==> src/sv/cetm_pkg.sv <==
package cetm_pkg;

	localparam int CFG_IDX_W  = 3;
	localparam int CFG_DATA_W = 6;

	localparam logic [CFG_IDX_W-1:0] REG_MINUTE = 3'd0;
	localparam logic [CFG_IDX_W-1:0] REG_HOUR   = 3'd1;
	localparam logic [CFG_IDX_W-1:0] REG_MDAY   = 3'd2;
	localparam logic [CFG_IDX_W-1:0] REG_MONTH  = 3'd3;
	localparam logic [CFG_IDX_W-1:0] REG_WDAY   = 3'd4;

	localparam logic [1:0] ST_OK    = 2'd0;
	localparam logic [1:0] ST_BLANK = 2'd1;
	localparam logic [1:0] ST_SHORT = 2'd2;

	typedef struct packed {
		logic [7:0] char_code;
		logic       last_char;
	} in_item_t;

	typedef struct packed {
		logic       fire;
		logic [1:0] status;
	} out_item_t;

	typedef struct packed {
		logic [5:0] cur_minute;
		logic [4:0] cur_hour;
		logic [4:0] cur_mday;
		logic [3:0] cur_month;
		logic [2:0] cur_wday;
	} sched_time_t;

	typedef enum logic [2:0] {
		CK_DIGIT,
		CK_STAR,
		CK_COMMA,
		CK_DASH,
		CK_BLANK,
		CK_EOL,
		CK_HASH,
		CK_OTHER
	} char_kind_t;

	typedef struct packed {
		char_kind_t kind;
		logic [3:0] digit;
		logic       last_char;
	} class_item_t;

endpackage

==> src/sv/cetm_front.sv <==
module cetm_front (
	input  logic               in_valid,
	output logic               in_stall,
	input  cetm_pkg::in_item_t in_data,
	input  logic               q_full,
	output logic               q_push,
	output cetm_pkg::class_item_t q_item
);
	import cetm_pkg::*;

	localparam logic [7:0] CH_STAR  = 8'h2A;
	localparam logic [7:0] CH_COMMA = 8'h2C;
	localparam logic [7:0] CH_DASH  = 8'h2D;
	localparam logic [7:0] CH_HASH  = 8'h23;
	localparam logic [7:0] CH_SPACE = 8'h20;
	localparam logic [7:0] CH_TAB   = 8'h09;
	localparam logic [7:0] CH_NUL   = 8'h00;
	localparam logic [7:0] CH_LF    = 8'h0A;
	localparam logic [7:0] CH_ZERO  = 8'h30;
	localparam logic [7:0] CH_NINE  = 8'h39;

	logic [7:0] ch;
	logic [7:0] ch_off;

	assign ch     = in_data.char_code;
	assign ch_off = ch - CH_ZERO;

	always_comb begin
		q_item.last_char = in_data.last_char;
		q_item.digit     = ch_off[3:0];
		if (ch >= CH_ZERO && ch <= CH_NINE) begin
			q_item.kind = CK_DIGIT;
		end else if (ch == CH_STAR) begin
			q_item.kind = CK_STAR;
		end else if (ch == CH_COMMA) begin
			q_item.kind = CK_COMMA;
		end else if (ch == CH_DASH) begin
			q_item.kind = CK_DASH;
		end else if (ch == CH_SPACE || ch == CH_TAB) begin
			q_item.kind = CK_BLANK;
		end else if (ch == CH_NUL || ch == CH_LF) begin
			q_item.kind = CK_EOL;
		end else if (ch == CH_HASH) begin
			q_item.kind = CK_HASH;
		end else begin
			q_item.kind = CK_OTHER;
		end
	end

	assign in_stall = q_full;
	assign q_push   = in_valid && !q_full;

endmodule

==> src/sv/cetm_queue.sv <==
module cetm_queue #(
	parameter int DEPTH = 4
) (
	input  logic                  clk,
	input  logic                  arst_n,
	input  logic                  push,
	input  cetm_pkg::class_item_t wr_item,
	output logic                  full,
	input  logic                  pop,
	output logic                  rd_valid,
	output cetm_pkg::class_item_t rd_item
);
	import cetm_pkg::*;

	localparam int PW = (DEPTH > 1) ? $clog2(DEPTH) : 1;
	localparam int CW = $clog2(DEPTH + 1);

	class_item_t    mem [DEPTH];
	logic [PW-1:0]  wr_ptr_q;
	logic [PW-1:0]  rd_ptr_q;
	logic [CW-1:0]  count_q;

	assign full     = (count_q == CW'(DEPTH));
	assign rd_valid = (count_q != '0);
	assign rd_item  = mem[rd_ptr_q];

	always_ff @(posedge clk) begin
		if (push) begin
			mem[wr_ptr_q] <= wr_item;
		end
	end

	always_ff @(posedge clk or negedge arst_n) begin
		if (!arst_n) begin
			wr_ptr_q <= '0;
			rd_ptr_q <= '0;
			count_q  <= '0;
		end else begin
			if (push) begin
				wr_ptr_q <= (wr_ptr_q == PW'(DEPTH - 1)) ? '0 : wr_ptr_q + 1'b1;
			end
			if (pop) begin
				rd_ptr_q <= (rd_ptr_q == PW'(DEPTH - 1)) ? '0 : rd_ptr_q + 1'b1;
			end
			if (push && !pop) begin
				count_q <= count_q + 1'b1;
			end else if (pop && !push) begin
				count_q <= count_q - 1'b1;
			end
		end
	end

endmodule

==> src/sv/cetm_back.sv <==
module cetm_back (
	input  logic                  clk,
	input  logic                  arst_n,
	input  cetm_pkg::sched_time_t sched_time,
	input  logic                  q_valid,
	input  cetm_pkg::class_item_t q_item,
	output logic                  q_pop,
	output logic                  out_valid,
	input  logic                  out_stall,
	output cetm_pkg::out_item_t   out_data
);
	import cetm_pkg::*;

	typedef enum logic [2:0] {
		PH_START,
		PH_STAR,
		PH_FIRST,
		PH_LIST,
		PH_COMMA,
		PH_DASH,
		PH_HIGH,
		PH_BAD
	} phase_t;

	// field index past the five schedule fields
	localparam logic [2:0] IDX_ALL   = 3'd5;
	localparam logic [2:0] IDX_SHORT = 3'd6;

	typedef struct packed {
		logic [2:0] fi;
		phase_t     ph;
		logic [7:0] acc;
		logic       hit;
		logic       am;
		logic       start;
		logic       cmt;
	} line_t;

	localparam line_t LINE_RST = '{
		fi: 3'd0, ph: PH_START, acc: 8'd0, hit: 1'b0, am: 1'b1, start: 1'b1, cmt: 1'b0
	};

	line_t     st_q;
	line_t     st_d;
	out_item_t res_d;
	out_item_t out_data_q;
	logic      out_valid_q;
	logic [7:0] cur;
	logic      first;

	function automatic logic [7:0] add_digit(logic [7:0] acc, logic [3:0] d);
		logic [11:0] v;
		v = 12'(acc) * 12'd10 + 12'(d);
		return (v > 12'd255) ? 8'd255 : v[7:0];
	endfunction

	function automatic line_t close_field(line_t s, logic [7:0] c);
		logic m;
		case (s.ph)
			PH_STAR:          m = 1'b1;
			PH_FIRST, PH_LIST: m = s.hit || (s.acc == c);
			PH_HIGH:          m = s.hit && (c <= s.acc);
			default:          m = 1'b0;
		endcase
		if (s.fi < IDX_ALL) begin
			s.am = s.am && m;
			s.fi = s.fi + 3'd1;
		end
		s.ph  = PH_START;
		s.acc = '0;
		s.hit = 1'b0;
		return s;
	endfunction

	always_comb begin
		case (st_q.fi)
			3'd0:    cur = 8'(sched_time.cur_minute);
			3'd1:    cur = 8'(sched_time.cur_hour);
			3'd2:    cur = 8'(sched_time.cur_mday);
			3'd3:    cur = 8'(sched_time.cur_month);
			3'd4:    cur = 8'(sched_time.cur_wday);
			default: cur = 8'd0;
		endcase
	end

	always_comb begin
		st_d       = st_q;
		first      = st_q.start;
		st_d.start = 1'b0;
		if (!st_q.cmt && st_q.fi < IDX_ALL) begin
			case (q_item.kind)
				CK_HASH: begin
					if (first) begin
						st_d.cmt = 1'b1;
					end else begin
						st_d.ph = PH_BAD;
					end
				end
				CK_EOL: begin
					// NUL/LF ends the content; first byte means blank line
					if (first) begin
						st_d.cmt = 1'b1;
					end else begin
						if (st_d.ph != PH_START) begin
							st_d = close_field(st_d, cur);
						end
						if (st_d.fi < IDX_ALL) begin
							st_d.fi = IDX_SHORT;
						end
					end
				end
				CK_BLANK: begin
					if (st_d.ph != PH_START) begin
						st_d = close_field(st_d, cur);
					end
				end
				CK_DIGIT: begin
					case (st_q.ph)
						PH_START: begin
							st_d.acc = add_digit(8'd0, q_item.digit);
							st_d.ph  = PH_FIRST;
						end
						PH_FIRST, PH_LIST, PH_HIGH: begin
							st_d.acc = add_digit(st_q.acc, q_item.digit);
						end
						PH_COMMA: begin
							st_d.acc = add_digit(8'd0, q_item.digit);
							st_d.ph  = PH_LIST;
						end
						PH_DASH: begin
							st_d.acc = add_digit(8'd0, q_item.digit);
							st_d.ph  = PH_HIGH;
						end
						default: st_d.ph = PH_BAD;
					endcase
				end
				CK_STAR: begin
					st_d.ph = (st_q.ph == PH_START) ? PH_STAR : PH_BAD;
				end
				CK_COMMA: begin
					if (st_q.ph == PH_FIRST || st_q.ph == PH_LIST) begin
						st_d.hit = st_q.hit || (st_q.acc == cur);
						st_d.acc = '0;
						st_d.ph  = PH_COMMA;
					end else begin
						st_d.ph = PH_BAD;
					end
				end
				CK_DASH: begin
					// range: remember low <= current
					if (st_q.ph == PH_FIRST) begin
						st_d.hit = (cur >= st_q.acc);
						st_d.acc = '0;
						st_d.ph  = PH_DASH;
					end else begin
						st_d.ph = PH_BAD;
					end
				end
				default: st_d.ph = PH_BAD;
			endcase
		end

		res_d.fire   = 1'b0;
		res_d.status = ST_OK;
		if (q_item.last_char) begin
			if (!st_d.cmt && st_d.fi < IDX_ALL && st_d.ph != PH_START) begin
				st_d = close_field(st_d, cur);
			end
			if (st_d.cmt) begin
				res_d.status = ST_BLANK;
			end else if (st_d.fi == IDX_ALL) begin
				res_d.fire = st_d.am;
			end else begin
				res_d.status = ST_SHORT;
			end
			st_d = LINE_RST;
		end
	end

	assign q_pop     = q_valid && (!out_valid_q || !out_stall);
	assign out_valid = out_valid_q;
	assign out_data  = out_data_q;

	always_ff @(posedge clk) begin
		if (q_pop && q_item.last_char) begin
			out_data_q <= res_d;
		end
	end

	always_ff @(posedge clk or negedge arst_n) begin
		if (!arst_n) begin
			st_q        <= LINE_RST;
			out_valid_q <= 1'b0;
		end else begin
			if (q_pop) begin
				st_q <= st_d;
			end
			if (!out_valid_q || !out_stall) begin
				out_valid_q <= q_pop && q_item.last_char;
			end
		end
	end

endmodule

==> src/sv/cron_entry_time_matcher.sv <==
// A line's result is registered: its last byte passes through the queue and then
// the result register, held back while bytes wait ahead of it or the result register is not free.
// Throughput: one byte per cycle while the queue is not full; the back-end parser
// retires one queued byte per cycle, limited only by the result register being taken.
// Reset (arst_n low, async): queue empty, line state cleared, no result pending,
// time registers at minute 0, hour 0, day 1, month 1, weekday 0.
module cron_entry_time_matcher #(
	parameter int QDEPTH = 4
) (
	input  logic                                clk,
	input  logic                                arst_n,
	input  logic                                in_valid,
	output logic                                in_stall,
	input  cetm_pkg::in_item_t                  in_data,
	output logic                                out_valid,
	input  logic                                out_stall,
	output cetm_pkg::out_item_t                 out_data,
	input  logic                                cfg_we,
	input  logic [cetm_pkg::CFG_IDX_W-1:0]      cfg_index,
	input  logic [cetm_pkg::CFG_DATA_W-1:0]     cfg_data
);
	import cetm_pkg::*;

	sched_time_t sched_time_q;
	logic        q_full;
	logic        q_push;
	logic        q_pop;
	logic        q_valid;
	class_item_t q_wr_item;
	class_item_t q_rd_item;

	always_ff @(posedge clk or negedge arst_n) begin
		if (!arst_n) begin
			sched_time_q.cur_minute <= 6'd0;
			sched_time_q.cur_hour   <= 5'd0;
			sched_time_q.cur_mday   <= 5'd1;
			sched_time_q.cur_month  <= 4'd1;
			sched_time_q.cur_wday   <= 3'd0;
		end else if (cfg_we) begin
			case (cfg_index)
				REG_MINUTE: sched_time_q.cur_minute <= cfg_data[5:0];
				REG_HOUR:   sched_time_q.cur_hour   <= cfg_data[4:0];
				REG_MDAY:   sched_time_q.cur_mday   <= cfg_data[4:0];
				REG_MONTH:  sched_time_q.cur_month  <= cfg_data[3:0];
				REG_WDAY:   sched_time_q.cur_wday   <= cfg_data[2:0];
				default: ;
			endcase
		end
	end

	cetm_front u_front (
		.in_valid (in_valid),
		.in_stall (in_stall),
		.in_data  (in_data),
		.q_full   (q_full),
		.q_push   (q_push),
		.q_item   (q_wr_item)
	);

	cetm_queue #(
		.DEPTH (QDEPTH)
	) u_queue (
		.clk      (clk),
		.arst_n   (arst_n),
		.push     (q_push),
		.wr_item  (q_wr_item),
		.full     (q_full),
		.pop      (q_pop),
		.rd_valid (q_valid),
		.rd_item  (q_rd_item)
	);

	cetm_back u_back (
		.clk        (clk),
		.arst_n     (arst_n),
		.sched_time (sched_time_q),
		.q_valid    (q_valid),
		.q_item     (q_rd_item),
		.q_pop      (q_pop),
		.out_valid  (out_valid),
		.out_stall  (out_stall),
		.out_data   (out_data)
	);

	a_fire_only_ok: assert property (@(posedge clk) disable iff (!arst_n)
		out_valid && out_data.fire |-> out_data.status == ST_OK)
		else $error("fire set on a non-ok line");

	a_status_code: assert property (@(posedge clk) disable iff (!arst_n)
		out_valid |-> (out_data.status == ST_OK || out_data.status == ST_BLANK ||
			out_data.status == ST_SHORT))
		else $error("bad status code");

	a_stall_means_queued: assert property (@(posedge clk) disable iff (!arst_n)
		in_stall |-> q_valid)
		else $error("input stalled with empty queue");

	a_cfg_mday: assert property (@(posedge clk) disable iff (!arst_n)
		cfg_we && cfg_index == REG_MDAY |=> sched_time_q.cur_mday == $past(cfg_data[4:0]))
		else $error("day register write lost");

endmodule
==> config.mk <==
export PLATFORM = sky130hd
export DESIGN_NAME = cron_entry_time_matcher
export DESIGN_NICKNAME = d
export VERILOG_FILES = /design/src/sv/cetm_pkg.sv /design/src/sv/cetm_front.sv /design/src/sv/cetm_queue.sv /design/src/sv/cetm_back.sv /design/src/sv/cron_entry_time_matcher.sv
export SDC_FILE = /design/constraint.sdc
export NUM_CORES = 1
export LEC_CHECK = 0
export BUFFER_PORTS_ARGS = -buffer_cell sky130_fd_sc_hd__buf_2
export CAP_MARGIN = 40
export CORE_ASPECT_RATIO = 0.5
export CORE_MARGIN = 2
export CORE_UTILIZATION = 55
export DETAILED_ROUTE_END_ITERATION = 6
export PLACE_DENSITY = 0.73
export SLEW_MARGIN = 20
export SYNTH_ARGS = -nofsm -noshare
export SYNTH_HDL_FRONTEND = slang
export SYNTH_HIERARCHICAL = 1
export SYNTH_SLANG_ARGS = --single-unit
export TNS_END_PERCENT = 5
==> constraint.sdc <==
create_clock -name clk -period 6.02 [get_ports clk]
set_input_delay 1.204 -clock clk [delete_from_list [all_inputs] [get_ports clk]]
set_output_delay 1.204 -clock clk [all_outputs]
set_load 0.01 [all_outputs]
==> key figures, run 1 <==
Outcome
  – Status: finished, final reports clean

Timing
  – Min cycle time layout: 4.902 ns
  – Achievable Freq: 204.0 MHz
  – Tightest Pin Transition: 0.8280 ns
  – Fin Clk Skew: 0.007309 ns
  – Fin Setup TNS: 0 ns
  – Worst setup margin: 1.118 ns
  – Final setup fails: 0
  – Final Hold Vio Count: 0
  – Slew Limit Fails: 0
  – Unrepaired setup endpoints after global routing: false
  – Fin crit share: 81.42%
  – Max transition margin: 44.80%
  – Hold WS: 0.4999 ns

Logic synthesis
  – Syn Nets: 578
  – Synth Area in Compound Gates: 16.91%
  – Synth Cell Area: 0.005542 mm²
  – Number of flops mapped to enable cells by yosys: 35
  – Top FF cell, synth: dfrtp_1
  – Yosys reg bits: 84
  – Synth async-reset ratio: 58.33%
  – Largest family of logic cells by synthesized area: compound AO/OA/AOI/OAI gates
  – XOR/XNOR Fraction of Synth Area: 1.987%
  – Largest cells by area after synthesis: dfrtp_1, edfxtp_1, ha_1, mux2_2, mux4_2
  – Area leader, netlist: dfrtp_1
  – Sequential-to-total area share from yosys stat: 41.18%
  – Yosys top cell area share: 20.32%
  – Synth Instances: 513
  – Mean post-synth cell area: 10.80 µm²
  – Synth cell types: 83
  – Simple-Gate Fraction of Synth Area: 16.41%
  – Yosys warns: 6
  – Adder-cell share of the synthesized area: 9.889%
  – Mux share of post-synthesis cell area: 9.280%

Route
  – Initial DRC count: 250
  – DRT Pass-1 Iters: 7
  – # DRC: 0
  – Vias/cell: 6.055
  – DR WL/cell: 17.64 µm
  – Total number of vias: 4051
  – Post-detailed-route count of antenna-violating nets: 0
  – Final WL: 11800 µm

Cells and area
  – Fraction of layout cells with a size suffix above 1: 19.85%
  – Most frequent cells in the layout: dfrtp_1, ha_1, nand2_1
  – Layout Nets: 594
  – Share of the core filled with cells: 62.94%
  – Most common cell after layout, fill and taps aside: dfrtp_1
  – Layout area overhead: 9.077%
  – N_diodes: 0

Floorplan
  – Initial Util: 57.71%
  – Die height: 74.98 µm
  – # rows: 25
  – Core area: 0.009603 mm²
  – I/O pin total: 28
  – Die area: 0.01094 mm²
  – Die X: 146.0 µm

Clock network
  – Skew-Pair Late Insertion Delay: 0.34 ns
  – Resized cells post-CTS: 0
  – Worst-path clk slew: 0.06 ns
  – Root Buffer: clkbuf_16
  – Clk buf depth: 2
  – Setup Fix Bufs, Post-CTS: 0
  – H-tree Lvls: 3
  – Number of CTS-inserted buffers: 9
  – CTS tree: done
  – Hold-fix buffers, CTS: 0
  – CTS Sinks: 84

Power
  – Power per Cell Area: 469.8 mW/mm²
  – Pleak: 2.391 nW
  – Tot Pwr: 0.002840 W
  – Peak VDD IR: 0.1895 mV

Global route
  – Largest net degree at the start of global routing: 50
  – First-pass GRT wire length: 19600 µm
  – Initial antenna violation count: 0
  – GRT overflow: 0
  – Vias in the first global route: 3849
  – GRT Overall Usage: 23.43%

Critical path
  – Critical path type: reg2reg
  – CP required: 6.10 ns
  – Crit path arrival time: 4.99 ns
  – Worst-path maximum fanout: 11
  – Worst setup SP type: flip-flop
  – Capturing element type of the critical path: flip-flop

Placement
  – GP Congestion: 0.9020
  – Port buffer count: 27
  – Place WS: 1.137 ns
  – HPWL after detailed placement: 8678 µm

Min path
  – Hold Crit Class: reg2reg

Flow run
  – Max-Cap Viols: 0
registers in the layout (all words and copies together), names as in the netlist:
signal / count
u_queue/mem: 32
sched_time_q: 23
u_back/st_q: 17
u_back/out_data: 3
u_queue/count_q: 3
u_queue/rd_ptr_q: 2
u_queue/wr_ptr_q: 2
u_back/first: 1
u_back/out_valid: 1
power breakdown:
| part | switching, W | leakage (nW) | internal, W |
|---|---|---|---|
| logic | 0.000788 | 1.32 | 0.000553 |
| clock network | 0.000221 | 0.152 | 0.000358 |
| registers | 0.000162 | 0.924 | 0.000757 |
| total | 0.00117 | 2.39 | 0.00167 |
final timing paths:
kind	depth (start not counted)	startpoint	to	slack (ns)
max	18	u_queue/rd_ptr_q[0]	u_back/out_data[2]	1.12
min	1	sched_time_q[22]	sched_time_q[22]	0.50
max reg2reg	18	u_queue/rd_ptr_q[0]	u_back/out_data[2]	1.12
min reg2reg	1	sched_time_q[22]	sched_time_q[22]	0.50
max in group asynchronous	2	arst_n	u_queue/wr_ptr_q[1]	4.62
min in group asynchronous	2	arst_n	sched_time_q[16]	0.96
synthesized netlist by cell type, drive strengths merged (4+ instances only):
cell type	instances
a211oi	8
a21oi	28
a22oi	11
a31oi	4
and2	10
and3	6
buf	14
clkbuf	9
dfrtp	45
dfstp	4
edfxtp	35
ha	39
inv	31
mux2	27
mux4	8
nand2	37
nand2b	8
nand3	8
nand4	6
nor2	21
nor2b	11
nor3	14
nor3b	4
nor4b	5
o21a	6
o21ai	34
o221ai	4
o22ai	7
xor2	7
logic make-up (layout without fill, tap and decap cells):
group / Yosys count / after routing
AO/OA/AOI/OAI: 134 / 134
XOR/XNOR: 11 / 11
flip-flops: 84 / 84
adder cells (fa/ha/maj): 42 / 42
multiplexers: 38 / 38
buffers and inverters: 54 / 75
AND/OR/NAND/NOR: 150 / 150
metrics by stage:
step,cell area (µm²),std cells
floorplan,5542,513
global placement,5729,653
detailed placement,5729,653
CTS,6045,669
global route,6045,669
finish,6045,669
metal layers:
metal  GRT usage [%]  wire (µm)  vias up
li1                -          -     1971
met1           32.50       5661     1928
met2           37.95       5301      134
met3           4.788        683       18
met4           7.625        153        0
met5               0          0        -
final cells by class:
class | count | area (µm²)
Sequential cell | 84 | 2282
Clock inverter | 3 | 43.79
Tap cell | 135 | 168.9
Inverter | 31 | 116.4
Clock buffer | 13 | 271.5
Multi-Input combinational cell | 375 | 3019
Timing Repair Buffer | 28 | 142.6
Fill cell | 785 | 3558
worst max-delay path, stage by stage (launching register included):
cell,delay [ns]
dfrtp_1,0.71
mux4_2,0.60
ha_1,0.32
a21o_1,0.18
a21oi_1,0.30
nor4b_4,0.10
nor4_2,0.40
nor2_1,0.07
o21ai_0,0.19
o21ai_0,0.16
o2bb2ai_1,0.17
ha_1,0.31
nor2b_1,0.13
o21ai_0,0.09
nand2b_1,0.07
a21oi_1,0.06
or3b_1,0.39
a311oi_2,0.29
nor4b_2,0.08
(Power assumes the default switching activity.)
==> run 2, diff against run 1 <==
- PLACE_DENSITY: 0.73 -> 0.76
- clock period: 6.02 -> 4.13 ns (I/O delays scaled with it)
==> run 2 against run 1 <==
  * Sequential cell count unchanged
  * The flow now finishes with violations (negative setup slack)
  * Via count increased by 8.2%
  * Fmax increased by 13%
  * Critical endpoint unchanged
  * Critical path depth unchanged
  * Total power increased by 53%
  * Combinational power increased by 74%
  * Sequential power increased by 39%
  * Non-clock buffer count increased by 49
  * Register-to-register slack got worse by 1.3 ns
==> key figures, run 2 (same netlist as run 1, synthesis figures left out) <==
Outcome
  – Status: finished with violations
  – Failing checks: negative setup slack

Clock network
  – Clk buf depth: 2 (unchanged)
  – H-tree Lvls: 3 (unchanged)
  – CTS Sinks: 84 (unchanged)
  – CTS tree: done
  – Skew-Pair Late Insertion Delay: 0.34 ns (about the same)
  – Number of CTS-inserted buffers: 9 (unchanged)
  – Root Buffer: clkbuf_16
  – Worst-path clk slew: 0.06 ns (about the same)

Timing
  – Max transition margin: 58.52% (+14 points)
  – Fin crit share: 104.8% (+23 points)
  – Slew Limit Fails: 0 (unchanged)
  – Achievable Freq: 231.0 MHz (+13%)
  – Unrepaired setup endpoints after global routing: true
  – Fin Setup TNS: -0.1995 ns (-0.1995 ns)
  – Final setup fails: 1 (+1)
  – Final Hold Vio Count: 0 (unchanged)
  – Tightest Pin Transition: 0.6221 ns (-0.2058 ns)
  – Min cycle time layout: 4.330 ns (-0.5720 ns)
  – Fin Clk Skew: 0.006018 ns (-0.001291 ns)
  – Worst setup margin: -0.1995 ns (-1.318 ns)

Critical path
  – RR Startpoint: u_back/st_q[7]
  – Worst setup SP type: flip-flop
  – Worst-path maximum fanout: 3 (-8)
  – CP required: 4.21 ns (-1.89 ns)
  – Crit path arrival time: 4.41 ns (-0.58 ns)
  – Crit path from: u_back/st_q[7]
  – Capturing element type of the critical path: flip-flop
  – Critical path type: reg2reg

Global route
  – Initial antenna violation count: 0 (unchanged)
  – Largest net degree at the start of global routing: 31 (-38%)
  – GRT Overall Usage: 25.01% (+1.6 points)
  – First-pass GRT wire length: 21220 µm (+8.3%)
  – Vias in the first global route: 4253 (+10%)
  – GRT overflow: 0 (unchanged)

Floorplan
  – Die height: 74.98 µm (unchanged)
  – Core area: 0.009603 mm² (unchanged)
  – # rows: 25 (unchanged)
  – Initial Util: 57.71% (unchanged)
  – I/O pin total: 28 (unchanged)
  – Die area: 0.01094 mm² (unchanged)
  – Die X: 146.0 µm (unchanged)

Placement
  – HPWL after detailed placement: 9515 µm (+9.6%)
  – Port buffer count: 27 (unchanged)
  – GP Congestion: 0.9072 (+0.58%)

Route
  – DRT Pass-1 Iters: 5 (-2)
  – Final WL: 12960 µm (+9.8%)
  – DR WL/cell: 18.05 µm (+2.3%)
  – Total number of vias: 4383 (+8.2%)
  – # DRC: 0 (unchanged)
  – Initial DRC count: 307 (+23%)
  – Post-detailed-route count of antenna-violating nets: 0 (unchanged)
  – Vias/cell: 6.104 (+0.81%)

Cells and area
  – Fraction of layout cells with a size suffix above 1: 31.05% (+11 points)
  – Layout Nets: 643 (+8.2%)
  – Largest Register: u_queue/mem
  – Largest registers: u_queue/mem x32, sched_time_q x23, u_back/st_q x17
  – Most frequent cells in the layout: buf_4, dfrtp_1, ha_1
  – Largest register FFs: 32 (unchanged)
  – N_diodes: 0 (unchanged)
  – Layout area overhead: 18.06%
  – Most common cell after layout, fill and taps aside: buf_4

Min path
  – Hold Crit Class: in2async

Power
  – Tot Pwr: 0.004351 W (+53%)
  – Peak VDD IR: 0.2511 mV (+33%)
  – Power per Cell Area: 665.0 mW/mm² (+42%)
  – Pleak: 2.655 nW (+11%)

Flow run
  – Max-Cap Viols: 0 (unchanged)
-- run 2: cell count changes in the layout (fill, tap and decap cells not counted), sizes merged --
cell / change
bufinv: -1
clkinv: +5
clkinvlp: +1
buf: +49
clkbuf: -4
inv: -1
-- run 2: repair_timing --
item | 4_1_cts | 5_1_grt
hold buffers | 0 | 0
cloned | 0 | 0
buffers inserted | 1 | 4
endpoints found under the setup margin | 1 | 1
pin swaps | 5 | 20
resized for setup | 9 | 22
hold endpoints to repair | 0 | 0
-- run 2: final timing paths --
check	endpoint	slack (ns)	cells after the start
worst min-delay path	sched_time_q[11]	0.42	1
worst min register to register	u_back/out_valid	0.48	2
worst max register to register	u_back/out_data[2]	-0.20	18
worst max-delay path	u_back/out_data[2]	-0.20	18
max in group asynchronous	u_back/st_q[2]	2.89	2
min in group clk	u_back/out_valid	0.48	2
-- run 2: stage by stage --
stage / hold slack (ns) / utilization, % / setup WS, ns / instances / cell area [µm²]
after detailed placement: 0.4747 / 63.45 / -0.2652 / 697 / 6093
final: 0.4208 / 68.13 / -0.1995 / 718 / 6543
after global routing: 0.4556 / 68.13 / -0.3330 / 718 / 6543
after floorplan: 0.4491 / - / 0.001110 / 513 / 5575
after CTS: 0.4233 / 66.74 / -0.1174 / 714 / 6409
after global placement: 0.4686 / 63.45 / -0.1850 / 697 / 6093
-- run 2: routing by layer --
metal  part of all wire [%]  track usage, %  vias up
li1                       -               -     2063
met2                     46           41.67      168
met1                     46           33.64     2134
met4                    1.3           6.863        0
met5                      0               0        -
met3                    6.8           6.061       18
-- run 2: layout make-up --
type	count	area (µm²)
clock buffer	9	225.2
clock inverter	7	43.79
fill	728	3060
inverter	31	116.4
multi-input combinational	375	3191
sequential	84	2283
tap	135	168.9
timing repair buffer	77	514.2
-- run 2: worst max-delay path, cell delays in order, from the launching register on --
cell and delay, ns:
dfrtp_1 0.38, ha_1 0.29, ha_2 0.18, inv_2 0.04, fa_2 0.55, nand2b_4 0.13
buf_4 0.12, a21oi_1 0.07, o311a_4 0.41, a211oi_4 0.21, o21ai_1 0.14, a22oi_2 0.21
ha_1 0.17, and2_4 0.14, and4_1 0.19, a21oi_2 0.05, or3b_1 0.39, a311oi_2 0.30
nor4b_2 0.08
-- run 2: power breakdown --
group	switching (W)	leakage (nW)	internal (W)	total, W
Combinational	0.00131	1.61	0.00102	0.00233
Sequential	0.000175	0.923	0.00111	0.00128
Clock	0.000335	0.124	0.000403	0.000738
Total	0.00182	2.65	0.00253	0.00435
==> run 3, diff against run 2 <==
- CTS_CLUSTER_DIAMETER: default -> 120
- GPL_TIMING_DRIVEN: default -> 0
- SETUP_SLACK_MARGIN: default -> 0.4
==> run 3 against run 2 <==
  * The flow still finishes with violations (negative setup slack)
  * Sequential share of layout area is 0.30 points higher
  * Die area unchanged
  * Non-clock buffer count decreased by 16
  * Largest power group unchanged
  * Clock power is 27% higher
==> key figures, run 3 (same netlist as run 1, synthesis figures left out) <==
Floorplan
  – Die height: 74.98 µm (unchanged)
  – # rows: 25 (unchanged)
  – Core area: 0.009603 mm² (unchanged)
  – I/O pin total: 28 (unchanged)
  – Die area: 0.01094 mm² (unchanged)
  – Die X: 146.0 µm (unchanged)
  – Initial Util: 57.71% (unchanged)

Global route
  – Vias in the first global route: 4223 (-0.71%)
  – Largest net degree at the start of global routing: 26 (-16%)
  – First-pass GRT wire length: 21070 µm (-0.75%)
  – Initial antenna violation count: 0 (unchanged)
  – GRT overflow: 0 (unchanged)
  – Met2 Usage GRT: 41.98% (+0.31 points)
  – GRT Overall Usage: 24.79% (-0.23 points)
  – Grt peak-use layer: met2
  – Met3 Use GR: 5.030% (-1.0 points)
  – Met1 usage: 33.49% (-0.16 points)

Power
  – Tot Pwr: 0.004556 W (+4.7%)
  – Power per Cell Area: 701.6 mW/mm² (+5.5%)
  – Pleak: 2.579 nW (-2.9%)
  – Peak VDD IR: 0.3097 mV (+23%)

Timing
  – Fin Clk Skew: 0.006344 ns (+0.0003260 ns)
  – Slew Limit Fails: 0 (unchanged)
  – Achievable Freq: 227.3 MHz (-1.6%)
  – Fin crit share: 106.5% (+1.7 points)
  – Min cycle time layout: 4.400 ns (+0.07004 ns)
  – Worst setup margin: -0.2696 ns (-0.07004 ns)
  – Unrepaired setup endpoints after global routing: true
  – Final Hold Vio Count: 0 (unchanged)
  – Final setup fails: 1 (unchanged)
  – Max transition margin: 52.28% (-6.2 points)
  – Tightest Pin Transition: 0.7158 ns (+0.09367 ns)

Placement
  – GP Congestion: 0.9447 (+4.1%)
  – HPWL after detailed placement: 9085 µm (-4.5%)
  – Post-Place Cells: 674 (-3.3%)
  – Port buffer count: 25 (-7.4%)

Cells and area
  – Layout Nets: 627 (-2.5%)
  – Fraction of layout cells with a size suffix above 1: 28.75% (-2.3 points)
  – Largest Register: u_queue/mem
  – Share of the core filled with cells: 67.62% (-0.51 points)
  – N_diodes: 0 (unchanged)
  – Most common cell after layout, fill and taps aside: dfrtp_1
  – Layout area overhead: 17.18%
  – Final std cells w/o fill: 702 (-2.2%)
  – Largest registers: u_queue/mem x32, sched_time_q x23, u_back/st_q x17
  – Largest register FFs: 32 (unchanged)
  – Most frequent cells in the layout: dfrtp_1, nand2_1, edfxtp_1

Route
  – Final WL: 12790 µm (-1.3%)
  – Vias/cell: 6.208 (+1.7%)
  – Post-detailed-route count of antenna-violating nets: 0 (unchanged)
  – # DRC: 0 (unchanged)
  – DRT Pass-1 Iters: 5 (unchanged)
  – Total number of vias: 4358 (-0.57%)
  – DR WL/cell: 18.21 µm (+0.92%)
  – Initial DRC count: 347 (+13%)

Clock network
  – H-tree Lvls: 3 (unchanged)
  – Hold-fix buffers, CTS: 0 (unchanged)
  – CTS tree: done
  – Skew-Pair Late Insertion Delay: 0.34 ns (about the same)
  – CTS Sinks: 84 (unchanged)
  – Number of CTS-inserted buffers: 9 (unchanged)
  – Clk buf depth: 2 (unchanged)
  – Root Buffer: clkbuf_16
  – Worst-path clk slew: 0.06 ns (about the same)

Outcome
  – Failing checks: negative setup slack
  – Status: finished with violations

Critical path
  – Crit path depth: 19 (+1)
  – Crit path arrival time: 4.49 ns (+0.08 ns)
  – Worst path top cell family by delay: simple AND/OR/NAND/NOR gates
  – Capturing element type of the critical path: flip-flop
  – Worst-path maximum fanout: 4 (+1)
  – CP most frequent cell: ha_1
  – Worst setup SP type: flip-flop
  – Crit-path max cell delay: 0.45 ns (-0.10 ns)
  – Slowest cell on the critical path: dfrtp_2
  – CP required: 4.22 ns (about the same)
  – Critical path type: reg2reg
  – Cell count of the worst reg-to-reg path: 19 (+1)
  – CP cell instances: ha_1, ha_4, inv_2, fa_2, nand2b_4, nor2_2, nor4b_4, buf_4, xor2_1, o2bb2ai_1, a211oi_1, a21oi_1, ha_1, and2_4, and4_1, a21oi_2, or3b_1, a311oi_2, nor4b_2
  – CP bufs+invs: 2 (unchanged)

Min path
  – Hold Crit Class: in2async

Flow run
  – Max-Cap Viols: 0 (unchanged)
run 3: cell count changes in the layout (fill, tap and decap cells not counted), moves of 3 or more:
cell,previous run,this run
buf_4,49,17
buf_2,27,30
bufinv_16,0,3
clkinv_1,3,0
ha_1,37,34
inv_6,0,3
ha_4,1,4
clkbuf_1,0,8
run 3: worst register-to-register path: stages, from the launching register on:
cell and delay, ns:
dfrtp_2 0.45, ha_1 0.25, ha_4 0.17, inv_2 0.05, fa_2 0.43, nand2b_4 0.18
nor2_2 0.13, nor4b_4 0.20, buf_4 0.18, xor2_1 0.15, o2bb2ai_1 0.08, a211oi_1 0.22
a21oi_1 0.10, ha_1 0.32, and2_4 0.14, and4_1 0.20, a21oi_2 0.06, or3b_1 0.39
a311oi_2 0.36, nor4b_2 0.08
run 3: cell type report:
type,instances,area (µm²)
Sequential cell,84,2286
Inverter,31,116.4
Multi-Input combinational cell,375,3206
Clock buffer,9,225.2
Timing Repair Buffer,38,239.0
Fill cell,727,3109
Clock inverter,7,121.4
Tap cell,135,168.9
Buffer,23,131.4
run 3: final timing paths:
path	slack [ns]	to	start
worst max register to register	-0.27	u_back/out_data[2]	u_back/st_q[4]
worst max-delay path	-0.27	u_back/out_data[2]	u_back/st_q[4]
min in group clk	0.49	u_back/st_q[2]	u_back/st_q[2]
worst min register to register	0.49	u_back/st_q[2]	u_back/st_q[2]
max in group asynchronous	3.02	u_back/st_q[2]	arst_n
worst min-delay path	0.48	sched_time_q[16]	arst_n
run 3: power breakdown:
part           switching [W]  internal (W)
Sequential          0.000133       0.00111
Combinational        0.00141      0.000968
Clock               0.000341      0.000596
run 3: repair_timing:
| item | 4_1_cts | 5_1_grt |
|---|---|---|
| setup buffers | 8 | 4 |
| resized for setup | 16 | 12 |
| endpoints found under the setup margin | 2 | 2 |
| pin swaps | 16 | 8 |
run 3: routing by layer:
layer,up-vias,part of all wire [%]
met1,2161,47
met4,0,1.3
li1,2037,-
met5,-,0
met2,140,46
met3,20,5.3
run 3: metrics by stage:
step           TNS, ns  setup WS, ns  area, µm²  hold WS [ns]
5_1_grt        -0.4414       -0.4414       6494        0.5124
6_report       -0.2696       -0.2696       6494        0.4763
4_1_cts        -0.2453       -0.2453       6417        0.4879
2_1_floorplan        0       0.06667       5614        0.4491
3_5_place_dp   -0.4558       -0.4558       5928        0.4717
3_3_place_gp   -0.4678       -0.4678       5908        0.4658
